## src/sv/mpm_pkg.sv

```systemverilog
package mpm_pkg;

	// default geometry
	localparam int DEVICES_DEF   = 8;
	localparam int FRAME_LEN_DEF = 89;

	// input operations
	typedef enum logic [1:0] {
		OP_POLL = 2'd0,
		OP_RX   = 2'd1,
		OP_TICK = 2'd2,
		OP_READ = 2'd3
	} op_t;

	// result kinds
	typedef enum logic [1:0] {
		KIND_REQ     = 2'd0,
		KIND_STORED  = 2'd1,
		KIND_READ    = 2'd2,
		KIND_RESTART = 2'd3
	} kind_t;

	// configuration register indexes
	localparam logic [2:0] CFG_POLL_INTERVAL  = 3'd0;
	localparam logic [2:0] CFG_RESTART_LIMIT  = 3'd1;
	localparam logic [2:0] CFG_DEVICE_COUNT   = 3'd2;
	localparam logic [2:0] CFG_FUNCTION_CODE  = 3'd3;
	localparam logic [2:0] CFG_START_REGISTER = 3'd4;
	localparam logic [2:0] CFG_REGISTER_COUNT = 3'd5;
	localparam logic [2:0] CFG_FRAME_TIMEOUT  = 3'd6;

	// configuration reset values
	localparam logic [7:0]  RST_POLL_INTERVAL  = 8'd28;
	localparam logic [15:0] RST_RESTART_LIMIT  = 16'd1714;
	localparam logic [3:0]  RST_DEVICE_COUNT   = 4'd5;
	localparam logic [7:0]  RST_FUNCTION_CODE  = 8'h03;
	localparam logic [15:0] RST_START_REGISTER = 16'h0017;
	localparam logic [15:0] RST_REGISTER_COUNT = 16'h002A;
	localparam logic [7:0]  RST_FRAME_TIMEOUT  = 8'd2;

	// CRC-16/Modbus, reflected
	localparam logic [15:0] CRC_INIT = 16'hFFFF;
	localparam logic [15:0] CRC_POLY = 16'hA001;
	localparam int          CRC_MSG_BITS = 48;

	// CRC unit status
	typedef struct packed {
		logic        busy;
		logic [15:0] crc;
	} crc_stat_t;

endpackage

```

## src/sv/mpm_crc.sv

```systemverilog
module mpm_crc (
	input  logic                      clk,
	input  logic                      arst_n,
	input  logic                      start,
	input  logic [47:0]               msg,
	output mpm_pkg::crc_stat_t        stat
);
	import mpm_pkg::*;

	logic [15:0] acc_q;
	logic [47:0] msg_q;
	logic [5:0]  cnt_q;
	logic        busy_q;
	logic        fb;

	// one message bit per cycle, bytes LSB first
	assign fb = acc_q[0] ^ msg_q[0];

	always_ff @(posedge clk or negedge arst_n) begin
		if (!arst_n) begin
			busy_q <= 1'b0;
			cnt_q  <= '0;
			acc_q  <= CRC_INIT;
			msg_q  <= '0;
		end else if (start) begin
			busy_q <= 1'b1;
			cnt_q  <= 6'(CRC_MSG_BITS - 1);
			acc_q  <= CRC_INIT;
			msg_q  <= msg;
		end else if (busy_q) begin
			acc_q <= fb ? ((acc_q >> 1) ^ CRC_POLY) : (acc_q >> 1);
			msg_q <= msg_q >> 1;
			cnt_q <= cnt_q - 6'd1;
			if (cnt_q == '0) begin
				busy_q <= 1'b0;
			end
		end
	end

	assign stat.busy = busy_q;
	assign stat.crc  = acc_q;

endmodule

```

## config.mk

```make
export PLATFORM = sky130hd
export DESIGN_NAME = mpm_crc
export DESIGN_NICKNAME = d
export VERILOG_FILES = /design/src/sv/mpm_pkg.sv /design/src/sv/mpm_crc.sv
export SDC_FILE = /design/constraint.sdc
export NUM_CORES = 1
export LEC_CHECK = 0
export ABC_CLOCK_PERIOD_IN_PS = 2200
export BUFFER_PORTS_ARGS = -buffer_cell sky130_fd_sc_hd__buf_4
export CORE_MARGIN = 5
export CORE_UTILIZATION = 55
export DETAILED_ROUTE_END_ITERATION = 16
export GPL_TIMING_DRIVEN = 0
export PLACE_DENSITY = 0.8
export SETUP_SLACK_MARGIN = 0.05
export SYNTH_ARGS = -nofsm -noshare
export SYNTH_HDL_FRONTEND = slang
export SYNTH_SLANG_ARGS = --single-unit
```

## constraint.sdc

```tcl
create_clock -name clk -period 2.2 [get_ports clk]
set_input_delay 0.44 -clock clk [delete_from_list [all_inputs] [get_ports clk]]
set_output_delay 0.44 -clock clk [all_outputs]
set_load 0.1 [all_outputs]
```

==> out/results.ini <==
[sta]
hold_viol = 0
fmax_ghz = 0.609
min_period_ns = 1.64
slew_headroom_pct = 42.9
rsz0062_at_grt = false
worst_pin_slew_ns = 0.856
setup_ws_ns = 0.557
finalSetupTns_ns = 0
skew_ns = 0.00767
report.final.slew_viol_count = 0
setup-violations-final = 0
fin_crit_sh_pct = 74.7

[setup_path]
crit_family = flip-flops
crit_path_top_delay_cell = dfstp_2
cp_max_fo = 4
setup.worst_path.class = register to primary output
cp_data_required_time_ns = 1.76
worstPathBufferInverterCount = 1
crit_path_cell_trace = buf_4
worstReg2RegEnd = acc_q[11]$_DFFE_PN1P_
r2r_slack_ns = 0.95
endpoint_kind = primary output
worstReg2RegStart = busy_q$_DFF_PN0_
start_kind = register
ff2ff_path_depth = 4
slowest_delay_ns = 0.57
worstPathArrival_ns = 1.20

[layout]
stdcell_area_um2 = 4100
syn_to_final_growth_pct = 24.9
post_route_cells_drive_above_1_share_pct = 30.6
stdcell_count = 457
n_antenna_cell = 0
fin_util_pct = 70.1
nNetsFinal = 430
fill_cells = 465

[power_and_ir_drop]
power_frac_clock_pct = 37.7
share_seq_of_total_power_pct = 49.1
p_sw_share_pct = 25.1
ir_drop_mv = 0.556
p_int_uw = 2250
pwr_density_cell_nw_per_um2 = 732
power.leakage_uw = 0.00213
combPwrFrac_pct = 13.2
p_sw_uw = 752

[cts]
postCtsResizedCells = 0
htree_levels = 3
cts_max_path_buffers = 2
root_buffer = clkbuf_8
cts_buffers = 9
cts_sinks = 71
clkTransAtPathRegs_ns = 0.07
cts_hold_buf = 0
postCtsSetupBuffers = 0
cts_tree = yes
clk_latency_ns = 0.34

[grt]
grt_util_met1_pct = 23.0
grt_pass1_vias = 2493
grt_busiest_layer = met2
grt.met3_usage_pct = 5.01
antenna_found_initial = 0
grt.overflow.total = 0
grt_pass1_wl_mm = 11.0
grt_util_met2_pct = 30.0
grt_max_degree = 72
grt_usage_pct = 18.5

[synth]
synth_cell_types = 31
synth-seq-area-share_pct = 54.7
synth_area_leaders = dfrtp_1, mux2i_1, dfstp_2
synth_top_area_cell = dfrtp_1
synth_top_area_share_pct = 41.9
yosys_warnings = 0
avgSynthCellArea_um2 = 10.9
synth_cells = 300
ys_ff_latch = 71
syn_area_um2 = 3280
synth_nets = 353

[floorplanning]
design.portCount = 68
die_w_um = 87.3
row_count = 28
start_util_pct = 56.1
die_y_um = 87.3
dieArea_um2 = 7610
design.core.area_um2 = 5850

[worst_hold_path]
hp-class = primary input to asynchronous set/reset pin

[placement]
place_congestion = 0.769
dp_hpwl_mm = 4.61
placed_cell_area_um2 = 3870
placedCellCount = 441
io_buffers = 66
pre_cts_ws_ns = 0.855

[run_status]
status = completed

[drt]
num_vias = 2442
firstDrtPassIters = 4
drtIter0Drc = 88
drc_errors = 0
avgViaCountPerCell = 5.34
wl_per_cell_um = 14.2
drt_wl_total_mm = 6.47
detail-route-antenna-nets = 0

[run]
cap_violations = 0

-- metrics by stage --
step,hold WS [ns],total power [uW]
after floorplan,0.144,1740
after detailed placement,0.540,1900
after CTS,0.244,3040
final,0.212,3000
after global placement,0.529,1880
after global routing,0.284,3150
-- kinds of logic after synthesis --
logic type                 after synthesis  synth area share (%)
muxes                                   48                  14.6
and+or+nand+nor                         78                  11.4
xor gates and xnor gates                 6                  1.60
DFF                                     71                  54.7
AOI/OAI and AO/OA                       69                  12.3
adders and majority gates                2                 0.762
buffers and inverters                   26                  4.61
-- worst max path at each step --
stage / startpoint / endpoint / slack [ns] / cells after the start
2_1_floorplan: acc_q[1]$_DFFE_PN1P_ / acc_q[0]$_DFFE_PN1P_ / 0.66 / 3
3_3_place_gp: start / msg_q[24]$_DFFE_PN0P_ / 0.89 / 3
3_5_place_dp: start / msg_q[20]$_DFFE_PN0P_ / 0.86 / 5
4_1_cts: acc_q[0]$_DFFE_PN1P_ / stat[0] / 0.55 / 1
5_1_grt: acc_q[0]$_DFFE_PN1P_ / stat[0] / 0.52 / 1
6_report: acc_q[0]$_DFFE_PN1P_ / stat[0] / 0.56 / 1
-- layout by cell type, fill, tap and decap left out, types with 2 or more instances in the layout --
master,synthesis,final
buf_6,3,3
nor3_1,2,2
ha_1,2,2
mux2i_1,48,48
nand2_1,49,49
buf_2,7,7
o21ai_0,34,34
xnor2_1,5,5
a211o_1,14,14
dfstp_2,16,16
o21ai_1,17,17
inv_1,2,2
and2_1,12,12
nand2b_1,4,4
buf_4,6,72
dfrtp_1,55,55
clkbuf_8,0,14
a21oi_1,2,2
clkbuf_1,7,7
nor2_1,3,3
-- state kept, by name (all words and copies together) (netlist names) --
register and count:
msg_q 48, busy_q 1, acc_q 16, cnt_q 6
-- final cells by class --
cell class,instances,area (um^2),area share (%)
flip-flops and latches,71,1800,43.8
multi-input cells,203,1340,32.6
repair buffers,66,495,12.1
clock buffers,14,193,4.70
plain buffers,23,140,3.42
well taps,75,93.8,2.29
clock inverters,2,35.0,0.854
inverters,3,11.3,0.275
-- routing by layer --
layer  vias to the layer above  wire [um]
li1                       1188          -
met5                         -          0
met4                         0        103
met3                        11        385
met2                        47       3120
met1                      1196       2860
-- cell usage after synthesis --
master,instances
buf_2,7
xnor2_1,5
and2_0,1
nor2b_1,1
o21ai_0,34
o21ai_1,17
a211o_1,14
nand2b_1,4
nor4b_2,1
clkbuf_1,7
buf_6,3
xor2_1,1
a21o_1,1
nand4_1,1
and3_1,1
inv_2,1
nor2_1,3
dfrtp_1,55
mux2i_1,48
o21bai_1,1
and2_1,12
nand2_1,49
buf_4,6
ha_1,2
or3b_1,1
inv_1,2
dfstp_2,16
and4bb_2,1
nor3_1,2
a21oi_1,2
nand3b_1,1
-- power by group through the flow --
stage	Clock (uW)	Sequential (uW)	Combinational, uW
3_3_place_gp	0	1490	391
5_1_grt	1220	1480	442
2_1_floorplan	0	1580	158
6_report	1130	1470	397
3_5_place_dp	0	1500	403
4_1_cts	1160	1470	404
Power figures use the tool's default switching activity.
