File: src/sv/mpm_ram.sv
module mpm_ram #(
	parameter int WIDTH = 8,
	parameter int DEPTH = 89
) (
	input  logic                     clk,
	input  logic                     we,
	input  logic [$clog2(DEPTH)-1:0] waddr,
	input  logic [WIDTH-1:0]         wdata,
	input  logic                     re,
	input  logic [$clog2(DEPTH)-1:0] raddr,
	output logic [WIDTH-1:0]         rdata
);

	logic [WIDTH-1:0] mem [DEPTH];

	// one write port, one registered read port
	always_ff @(posedge clk) begin
		if (we) begin
			mem[waddr] <= wdata;
		end
		if (re) begin
			rdata <= mem[raddr];
		end
	end

endmodule

File: config.mk
export PLATFORM = sky130hd
export DESIGN_NAME = mpm_ram
export DESIGN_NICKNAME = d
export VERILOG_FILES = /design/src/sv/mpm_ram.sv
export SDC_FILE = /design/constraint.sdc
export NUM_CORES = 1
export LEC_CHECK = 0
export ABC_CLOCK_PERIOD_IN_PS = 7100
export BUFFER_PORTS_ARGS = -buffer_cell sky130_fd_sc_hd__buf_2
export CELL_PAD_IN_SITES_DETAIL_PLACEMENT = 1
export CELL_PAD_IN_SITES_GLOBAL_PLACEMENT = 1
export CORE_UTILIZATION = 35
export DETAILED_ROUTE_END_ITERATION = 10
export PLACE_DENSITY = 0.63
export RECOVER_POWER = 50
export SYNTH_ARGS = -nofsm -noshare
export SYNTH_HDL_FRONTEND = slang
export SYNTH_SLANG_ARGS = --single-unit
File: constraint.sdc
create_clock -name clk -period 7.1 [get_ports clk]
set_input_delay 1.42 -clock clk [delete_from_list [all_inputs] [get_ports clk]]
set_output_delay 1.42 -clock clk [all_outputs]
set_load 0.005 [all_outputs]
==> results of run 1 <==
## final cells by class
type	instances	area share
Sequential cell	720	0.682
Multi-Input combinational cell	584	0.191
Clock buffer	97	0.0658
Tap cell	1050	0.0414
Timing Repair Buffer	55	0.0108
Clock inverter	42	0.00947
Inverter	1	0.000118
## cells in the mapped netlist (all sizes together) (2+ instances only)
cell type  number
edfxtp        720
mux4          152
nor2          101
mux2i          76
nand2          59
buf            50
o21ai          25
a22oi          24
clkbuf         20
nand3          20
a21oi          18
nor2b          18
nor3           15
o22ai          12
o221ai          9
a31oi           8
nand2b          8
a211oi          7
nand4           7
mux2            6
o2111ai         5
a221o           3
and2            2
or3             2
## power by group through the flow
| stage | clock network [mW] | registers (mW) | logic [mW] |
|---|---|---|---|
| floorplan | 0 | 4.79 | 0.232 |
| global placement | 0 | 4.80 | 0.415 |
| detailed placement | 0 | 4.80 | 0.424 |
| CTS | 3.91 | 4.71 | 0.424 |
| global route | 4.05 | 4.73 | 0.445 |
| finish | 3.83 | 4.73 | 0.415 |
## cell families after synthesis
kind of cell,Yosys count,synth area share
flops,720,0.772
simple gates,235,0.0368
compound gates,115,0.0271
mux,234,0.152
buf+inv,71,0.0126
## per-stage QoR
step / instance area [um2] / util / worst slack [ns] / instances
global placement: 29400 / 0.371 / 2.47 / 2410
CTS: 31800 / 0.401 / 3.06 / 2549
floorplan: 28000 / - / 3.85 / 1375
detailed placement: 29400 / 0.371 / 2.46 / 2410
global route: 31700 / 0.401 / 1.81 / 2549
finish: 31700 / 0.401 / 2.24 / 2549
## registers in the layout, summed over array words and instances, names as in the netlist
| name | cells |
|---|---|
| mem | 712 |
| rdata | 8 |
## layer usage
metal  up-vias  GRT usage  routed length (um)  part of all wire
met3       109     0.0404                4550             0.065
li1       5800          -                   -                 -
met1      7250      0.246               30800              0.44
met4         8     0.0527                1890             0.027
met2       449      0.267               32500              0.47
met5         -          0                  51           0.00073
## path summary, 6_finish.rpt
path         cells after the start    endpoint  startpoint  slack (ns)
max                              2  mem[60][2]    wdata[2]        2.24
max reg2reg                      4    rdata[6]   mem[6][6]        4.80
min                              2    rdata[0]  mem[88][0]        0.66
min reg2reg                      2    rdata[0]  mem[88][0]        0.66
## worst register-to-register path, stage by stage (launching register included)
cell	delay (ns)
edfxtp_1	0.37
mux4_2	0.53
mux4_2	0.52
o2111ai_1	0.40
o2111ai_1	0.20
==> impl_metrics.toml, run 1 <==
[pwr]
sequentialPowerShare = 0.527
design_power_total_mw = 8.97
power.leakage_nw = 9.80
p_sw_mw = 1.90
peakVddDrop_v = 0.000189
pwr-share-clk = 0.427
p_per_area_nw_per_um2 = 283
intPower_mw = 7.08
p_comb_frac = 0.046
p_sw_frac = 0.211

[setup_path]
required_ns = 6.87
cp-end-kind = "flip-flop"
critPathBufInv = 2
path_cells = "buf_2 > clkbuf_1"
cpMaxStageDelayCell = "clkbuf_1"
crit_path_start_kind = "primary input"
cp_max_fo = 89
max_stage_delay_ns = 3.03
crit_type = "primary input to flip-flop"
critPathArrivalTime_ns = 4.63
critPathTopFamily = "buffers and inverters"

[logic_synthesis]
synth-edff-count = 720
syn_inst = 1375
ys_ff_latch = 720
synth_cell_types = 35
yosys_warnings = 0
avgSynthCellArea_um2 = 20.4
seq_area_frac_synth = 0.772
synth.cell_area_um2 = 28000
post_synth_main_area_contributors = "edfxtp_1 (77%), mux4_2 (12%), mux2i_1 (2.7%), nor2_1 (1.4%), nand2_1 (0.79%)"
synthFlopType = "edfxtp_1"
synth_nets = 1400
synth_top_area_cell = "edfxtp_1"
yosysTopAreaCellShare = 0.772
ys_async_sr_fraction = 0

[timing]
fin_tns_setup_ns = 0
setup_violations = 0
hold_ws_ns = 0.658
fmax_mhz = 206
skew_ns = 0.0146
fin_crit_ns = 4.86
layout_worst_path_cycle_share = 0.684
max-slew-margin-rel = -1.91
rsz0062_at_grt = "false"
hold_violations = 0
worst_slew_pin_slew_ns = 4.37
maxSlewViolCount = 720

[detailed_routing]
drt_iter0_drc = 1274
vias = 13600
drtPass1Iterations = 5
postRouteAntennaNets = 0
wl_per_cell_um = 27.4
routed_wl_mm = 69.7
vias_per_cell = 5.34
post-route-drc-count = 0

[cts]
cts_tree = "yes"
numCtsBuffers = 77
clockBufferDepth = 3
cts_setup_buffers = 0
cts_resized = 0
clk_pin_slew_worst_paths_ns = 0.06
h-tree-depth = 3
cts_root_buffer = "clkbuf_16"
postCtsHoldBufs = 0
clkLatencyLatePin_ns = 0.61
clock-sinks = 720

[global_routing]
grt_overflow = 0
antenna_found_initial = 7
grt_start_max_net_pins = 90
grt_pass1_vias = 14400
track_usage = 0.173
grt_first_pass_wirelength_mm = 102

[outcome]
status = "finished, violations left"
violations = "capacitance limit, slew limit"

[die]
dieArea_um2 = 81200
start_util = 0.354
core_area_um2 = 79100
die_height_um = 285
io_pins = 33
die_w_um = 285
rows = 103

[final_layout]
layout_commonest_cell = "edfxtp_1"
final_cell_mix = "edfxtp_1 (720), mux4_2 (152), nor2_1 (101)"
fillCellCount = 7622
drive_gt1_frac = 0.207
nets = 1464
antenna_cells = 0
area_growth_syn_to_layout_pct = 13.2
multi_input_area_um2 = 6050
seq_area_um2 = 21600

[place]
hpwl_mm = 42.2
port_buffers = 32
place_congestion = 0.810

[flow_run]
drv_cap = 8

[worst_hold_path]
hold_class = "flip-flop to flip-flop"
Power figures use the tool's default switching activity.
==> inputs of run 2 (changes only) <==
--- a/config.mk
+++ b/config.mk
@@ -5,13 +5,14 @@
 export SDC_FILE = /design/constraint.sdc
 export NUM_CORES = 1
 export LEC_CHECK = 0
-export ABC_CLOCK_PERIOD_IN_PS = 7100
+export ABC_AREA = 1
+export ABC_CLOCK_PERIOD_IN_PS = 5100
 export BUFFER_PORTS_ARGS = -buffer_cell sky130_fd_sc_hd__buf_2
 export CELL_PAD_IN_SITES_DETAIL_PLACEMENT = 1
 export CELL_PAD_IN_SITES_GLOBAL_PLACEMENT = 1
 export CORE_UTILIZATION = 35
 export DETAILED_ROUTE_END_ITERATION = 10
-export PLACE_DENSITY = 0.63
+export PLACE_DENSITY = 0.66
 export RECOVER_POWER = 50
 export SYNTH_ARGS = -nofsm -noshare
 export SYNTH_HDL_FRONTEND = slang
==> constraint.sdc (replaced) <==
create_clock -name clk -period 5.1 [get_ports clk]
set_input_delay 1.02 -clock clk [delete_from_list [all_inputs] [get_ports clk]]
set_output_delay 1.02 -clock clk [all_outputs]
set_load 0.005 [all_outputs]
==> run 2 against run 1 <==
Compared with the run above:
- the flow still finishes with violations (capacitance limit, slew limit)
- hold slack better by 0.030 ns
- count of clock-buffer cells in the layout down 6
- synthesized cell count up 79%
- critical endpoint is now mem[77][1]
==> impl_metrics.toml, run 2 <==
[timing]
fin_tns_setup_ns = 0
skew_ns = 0.0279
max-slew-margin-rel = -1.38
rsz0062_at_grt = "false"
fin_ws_ns = 1.09
worst_slew_pin_slew_ns = 3.57
layout_worst_path_cycle_share = 0.786
fmax_mhz = 249
hold_violations = 0
maxSlewViolCount = 494
fin_crit_ns = 4.01
setup_violations = 0

[final_layout]
final_util = 0.394
multi_input_area_um2 = 6790
stdcell_count = 3565
final_cell_mix = "nand2_1 (751), edfxtp_1 (720), nand3_1 (486)"
largest_reg_flops = 712
regMostFlops = "mem"
area_growth_syn_to_layout_pct = 10.9
fin_area_um2 = 32600
drive_gt1_frac = 0.0610
reg_top3 = "mem x712, rdata x8"
seq_area_um2 = 21600
fillCellCount = 8697
layout_commonest_cell = "nand2_1"
nets = 2465

[setup_path]
critPathTopFamily = "buffers and inverters"
path_cells = "clkbuf_1 > clkbuf_2"
cp-end-kind = "flip-flop"
critPathArrivalTime_ns = 4.27
crit_path_start_kind = "primary input"
required_ns = 5.36
critPathBufInv = 2
crit_type = "primary input to flip-flop"
crit_start = "wdata[1]"
r2r_start = "mem[27][2]"
cpMaxStageDelayCell = "clkbuf_1"
cp_max_fo = 54
max_stage_delay_ns = 2.10

[cts]
clkLatencyLatePin_ns = 0.62
cts_resized = 0
cts_tree = "yes"
clock-sinks = 720
cts_setup_buffers = 0
postCtsHoldBufs = 0
clk_pin_slew_worst_paths_ns = 0.06
numCtsBuffers = 75
clockBufferDepth = 3
cts_root_buffer = "clkbuf_16"
h-tree-depth = 3

[logic_synthesis]
synth-edff-count = 720
ys_ff_latch = 720
syn_inst = 2467
synth_cell_types = 24
synth_top_area_cell = "edfxtp_1"
yosysTopAreaCellShare = 0.736
synth.cell_area_um2 = 29400
seq_area_frac_synth = 0.736
synth_nets = 2492
synth_top_cells_by_count = "nand2_1 (751), edfxtp_1 (720), nand3_1 (486), nor2_1 (185), buf_2 (77)"
avgSynthCellArea_um2 = 11.9
post_synth_main_area_contributors = "edfxtp_1 (74%), nand2_1 (9.6%), nand3_1 (8.3%), nor2_1 (2.4%), buf_2 (1.3%)"
ys_async_sr_fraction = 0
yosys_warnings = 0
synthFlopType = "edfxtp_1"
yosysMostFrequentCell = "nand2_1"

[pwr]
power.leakage_nw = 11.2
p_per_area_nw_per_um2 = 389
peakVddDrop_v = 0.000319

[flow_run]
drv_cap = 7

[die]
start_util = 0.356
dieArea_um2 = 85100
die_height_um = 292
rows = 105
io_pins = 33
die_w_um = 292
core_area_um2 = 82600

[worst_hold_path]
hold_class = "flip-flop to flip-flop"
hold_start = "mem[88][7]"

[outcome]
status = "finished, violations left"
violations = "capacitance limit, slew limit"

[place]
place_congestion = 0.806
post_dp_cell_area_um2 = 30300
hpwl_mm = 49.2
pre_cts_slack_ns = 1.30
port_buffers = 32
post-place-cells = 3433

[global_routing]
grt_overflow = 0
grt_start_max_net_pins = 183
grt_pass1_vias = 19900
track_usage = 0.202
antenna_found_initial = 6
grt_first_pass_wirelength_mm = 129

[detailed_routing]
post-route-drc-count = 0
routed_wl_mm = 85.6
drtPass1Iterations = 5
drt_iter0_drc = 1377
vias_per_cell = 5.36
postRouteAntennaNets = 0
wl_per_cell_um = 24.0
vias = 19100
[run 2: changes by cell type after synthesis, sizes merged, moves of 25 or more]
cell	before	now
mux2i	76	0
nor2	101	185
o21ai	25	76
nand3	20	486
mux4	152	0
nand2	59	751
buf	50	128
inv	1	26
[run 2: report_power, final]
group	internal, mW	switching, mW
Clock	3.09	2.27
Sequential	6.55	0.0127
Combinational	0.166	0.582
[run 2: routing by layer]
metal,vias up,track usage,part of all wire
met5,-,0,0.00071
met4,8,0.0648,0.027
met3,146,0.0271,0.052
met2,524,0.342,0.49
met1,9778,0.269,0.43
li1,8666,-,-
[run 2: metrics by stage]
stage          power (mW)  hold WS (ns)
5_1_grt              13.0         0.720
3_5_place_dp         7.44         0.664
4_1_cts              12.8         0.687
6_report             12.7         0.688
3_3_place_gp         7.42         0.653
2_1_floorplan        7.10         0.611
[run 2: cell type report]
cell class | count | area share
Sequential cell | 720 | 0.664
Multi-Input combinational cell | 1566 | 0.208
Clock buffer | 91 | 0.0601
Tap cell | 1070 | 0.0411
Clock inverter | 39 | 0.0118
Timing Repair Buffer | 51 | 0.0117
Inverter | 26 | 0.00334
Antenna cell | 2 | 0.000154
[run 2: worst paths after layout]
kind,slack [ns],endpoint,cells past startpoint
worst max-delay path,1.09,mem[77][1],2
worst min-delay path,0.69,rdata[7],4
worst max register to register,3.30,rdata[2],10
worst min register to register,0.69,rdata[7],4
[run 2: cells by family after synthesis]
logic type             count (synthesis)  synth area share
AOI/OAI and AO/OA                    133            0.0264
and+or+nand+nor                     1433             0.204
DFF                                  720             0.736
buffers and inverters                181            0.0334
==> inputs of run 3 (changes only) <==
--- a/config.mk
+++ b/config.mk
@@ -6,13 +6,13 @@
 export NUM_CORES = 1
 export LEC_CHECK = 0
 export ABC_AREA = 1
-export ABC_CLOCK_PERIOD_IN_PS = 5100
+export ABC_CLOCK_PERIOD_IN_PS = 3200
 export BUFFER_PORTS_ARGS = -buffer_cell sky130_fd_sc_hd__buf_2
 export CELL_PAD_IN_SITES_DETAIL_PLACEMENT = 1
 export CELL_PAD_IN_SITES_GLOBAL_PLACEMENT = 1
 export CORE_UTILIZATION = 35
 export DETAILED_ROUTE_END_ITERATION = 10
-export PLACE_DENSITY = 0.66
+export PLACE_DENSITY = 0.68
 export RECOVER_POWER = 50
 export SYNTH_ARGS = -nofsm -noshare
 export SYNTH_HDL_FRONTEND = slang
==> constraint.sdc (replaced) <==
create_clock -name clk -period 3.2 [get_ports clk]
set_input_delay 0.64 -clock clk [delete_from_list [all_inputs] [get_ports clk]]
set_output_delay 0.64 -clock clk [all_outputs]
set_load 0.005 [all_outputs]
==> run 3 against run 2 <==
Compared with the run above:
- the flow still finishes with violations (capacitance limit, slew limit)
- clock skew is essentially flat
- first-iteration DRC count grew 22%
- non-clock buffer count grew 90
- via count grew 2.0%
==> impl_metrics.toml, run 3 (same netlist as run 2, synthesis figures left out) <==
[outcome]
status = "finished, violations left"
violations = "capacitance limit, slew limit"

[detailed_routing]
wl_per_cell_um = 23.5
vias = 19500
vias_per_cell = 5.32
drtPass1Iterations = 5
drt_iter0_drc = 1675
post-route-drc-count = 0
postRouteAntennaNets = 0
routed_wl_mm = 86.0

[final_layout]
reg_top3 = "mem x712, rdata x8"
antenna_cells = 0
regMostFlops = "mem"
final_cell_mix = "nand2_1 (751), edfxtp_1 (720), nand3_1 (486)"
area_growth_syn_to_layout_pct = 13.9
largest_reg_flops = 712
nets = 2557
fillCellCount = 8713
drive_gt1_frac = 0.0925
layout_commonest_cell = "nand2_1"

[setup_path]
required_ns = 3.59
critPathBufInv = 2
cp_max_fo = 40
cp-end-kind = "flip-flop"
critPathArrivalTime_ns = 3.04
crit_path_start_kind = "primary input"
critPathTopFamily = "buffers and inverters"
path_cells = "clkbuf_1 > buf_4"
cpMaxStageDelayCell = "clkbuf_1"
crit_type = "primary input to flip-flop"
max_stage_delay_ns = 1.79

[die]
dieArea_um2 = 85100
rows = 105
core_area_um2 = 82600
io_pins = 33
start_util = 0.356
die_w_um = 292
die_height_um = 292

[global_routing]
track_usage = 0.202
gr-usage-met3 = 0.0324
use_met2 = 0.342
grt_pass1_vias = 20400
grt_first_pass_wirelength_mm = 130
antenna_found_initial = 6
grt_overflow = 0
busiest_layer = "met2"
use_met1 = 0.266
grt_start_max_net_pins = 117

[pwr]
intPower_mw = 15.8
p_sw_mw = 4.65
peakVddDrop_v = 0.000444
p_per_area_nw_per_um2 = 611
sequentialPowerShare = 0.511
p_sw_frac = 0.227
p_comb_frac = 0.061
pwr-share-clk = 0.428
design_power_total_mw = 20.5
power.leakage_nw = 11.7

[timing]
rsz0062_at_grt = "false"
fin_crit_ns = 2.65
hold_violations = 0
max-slew-margin-rel = -0.717
maxSlewViolCount = 289
fin_tns_setup_ns = 0
fmax_mhz = 377
skew_ns = 0.0280
layout_worst_path_cycle_share = 0.829
fin_ws_ns = 0.547
worst_slew_pin_slew_ns = 2.58
setup_violations = 0

[cts]
clock-sinks = 720
cts_tree = "yes"
cts_resized = 0
clkLatencyLatePin_ns = 0.63
h-tree-depth = 3
clk_pin_slew_worst_paths_ns = 0.06
numCtsBuffers = 77
postCtsHoldBufs = 0
cts_setup_buffers = 0
cts_root_buffer = "clkbuf_16"
clockBufferDepth = 3

[place]
port_buffers = 32
place_congestion = 0.819
pre_cts_slack_ns = 0.251
hpwl_mm = 51.9

[worst_hold_path]
hold_class = "primary input to flip-flop"

[flow_run]
drv_cap = 6
[run 3: changes by cell type in the layout (fill, tap and decap cells not counted), sizes merged]
cell	previous run	this run
buf	38	127
clkbuf	104	114
clkinv	29	33
clkinvlp	3	0
diode	2	0
inv	26	28
bufinv	7	6
[run 3: layout make-up]
class                           instances  area (um2)  share of cell area
Clock buffer                          100        2080              0.0620
Clock inverter                         41         359              0.0107
Inverter                               26         109             0.00325
Multi-Input combinational cell       1566        6790               0.203
Sequential cell                       720       21600               0.646
Tap cell                             1070        1340              0.0400
Timing Repair Buffer                  141        1190              0.0355
[run 3: final timing paths]
kind | cells past startpoint | slack [ns] | to | startpoint
worst max register to register | 10 | 1.45 | rdata[6] | mem[41][6]
worst min-delay path | 3 | 0.42 | rdata[7] | raddr[6]
worst min register to register | 4 | 0.73 | rdata[4] | mem[88][4]
worst max-delay path | 2 | 0.55 | mem[28][7] | wdata[7]
[run 3: metrics by stage]
step / util / instances / area (um2) / hold WS [ns]
floorplan: - / 2467 / 29400 / 0.611
global placement: 0.376 / 3523 / 31100 / 0.669
detailed placement: 0.376 / 3523 / 31100 / 0.708
CTS: 0.406 / 3664 / 33500 / 0.392
global route: 0.405 / 3664 / 33500 / 0.427
finish: 0.405 / 3664 / 33500 / 0.418
[run 3: power by group through the flow]
stage	clock, mW	combinational, mW	sequential (mW)
finish	8.76	1.24	10.5
detailed placement	0	1.25	10.7
CTS	8.88	1.26	10.5
floorplan	0	0.677	10.6
global placement	0	1.22	10.6
global route	9.18	1.35	10.5
[run 3: per-layer routing]
layer  vias up  share of wire
met5         -        0.00054
met4         8          0.024
met3       126          0.055
met2       504           0.49
met1     10000           0.43
li1       8862              -
[run 3: tightest hold or removal path, delay by kind of cell]
family                 cells  cell delay, ns
buffers and inverters      1            0.15
and+or+nand+nor            2            0.15
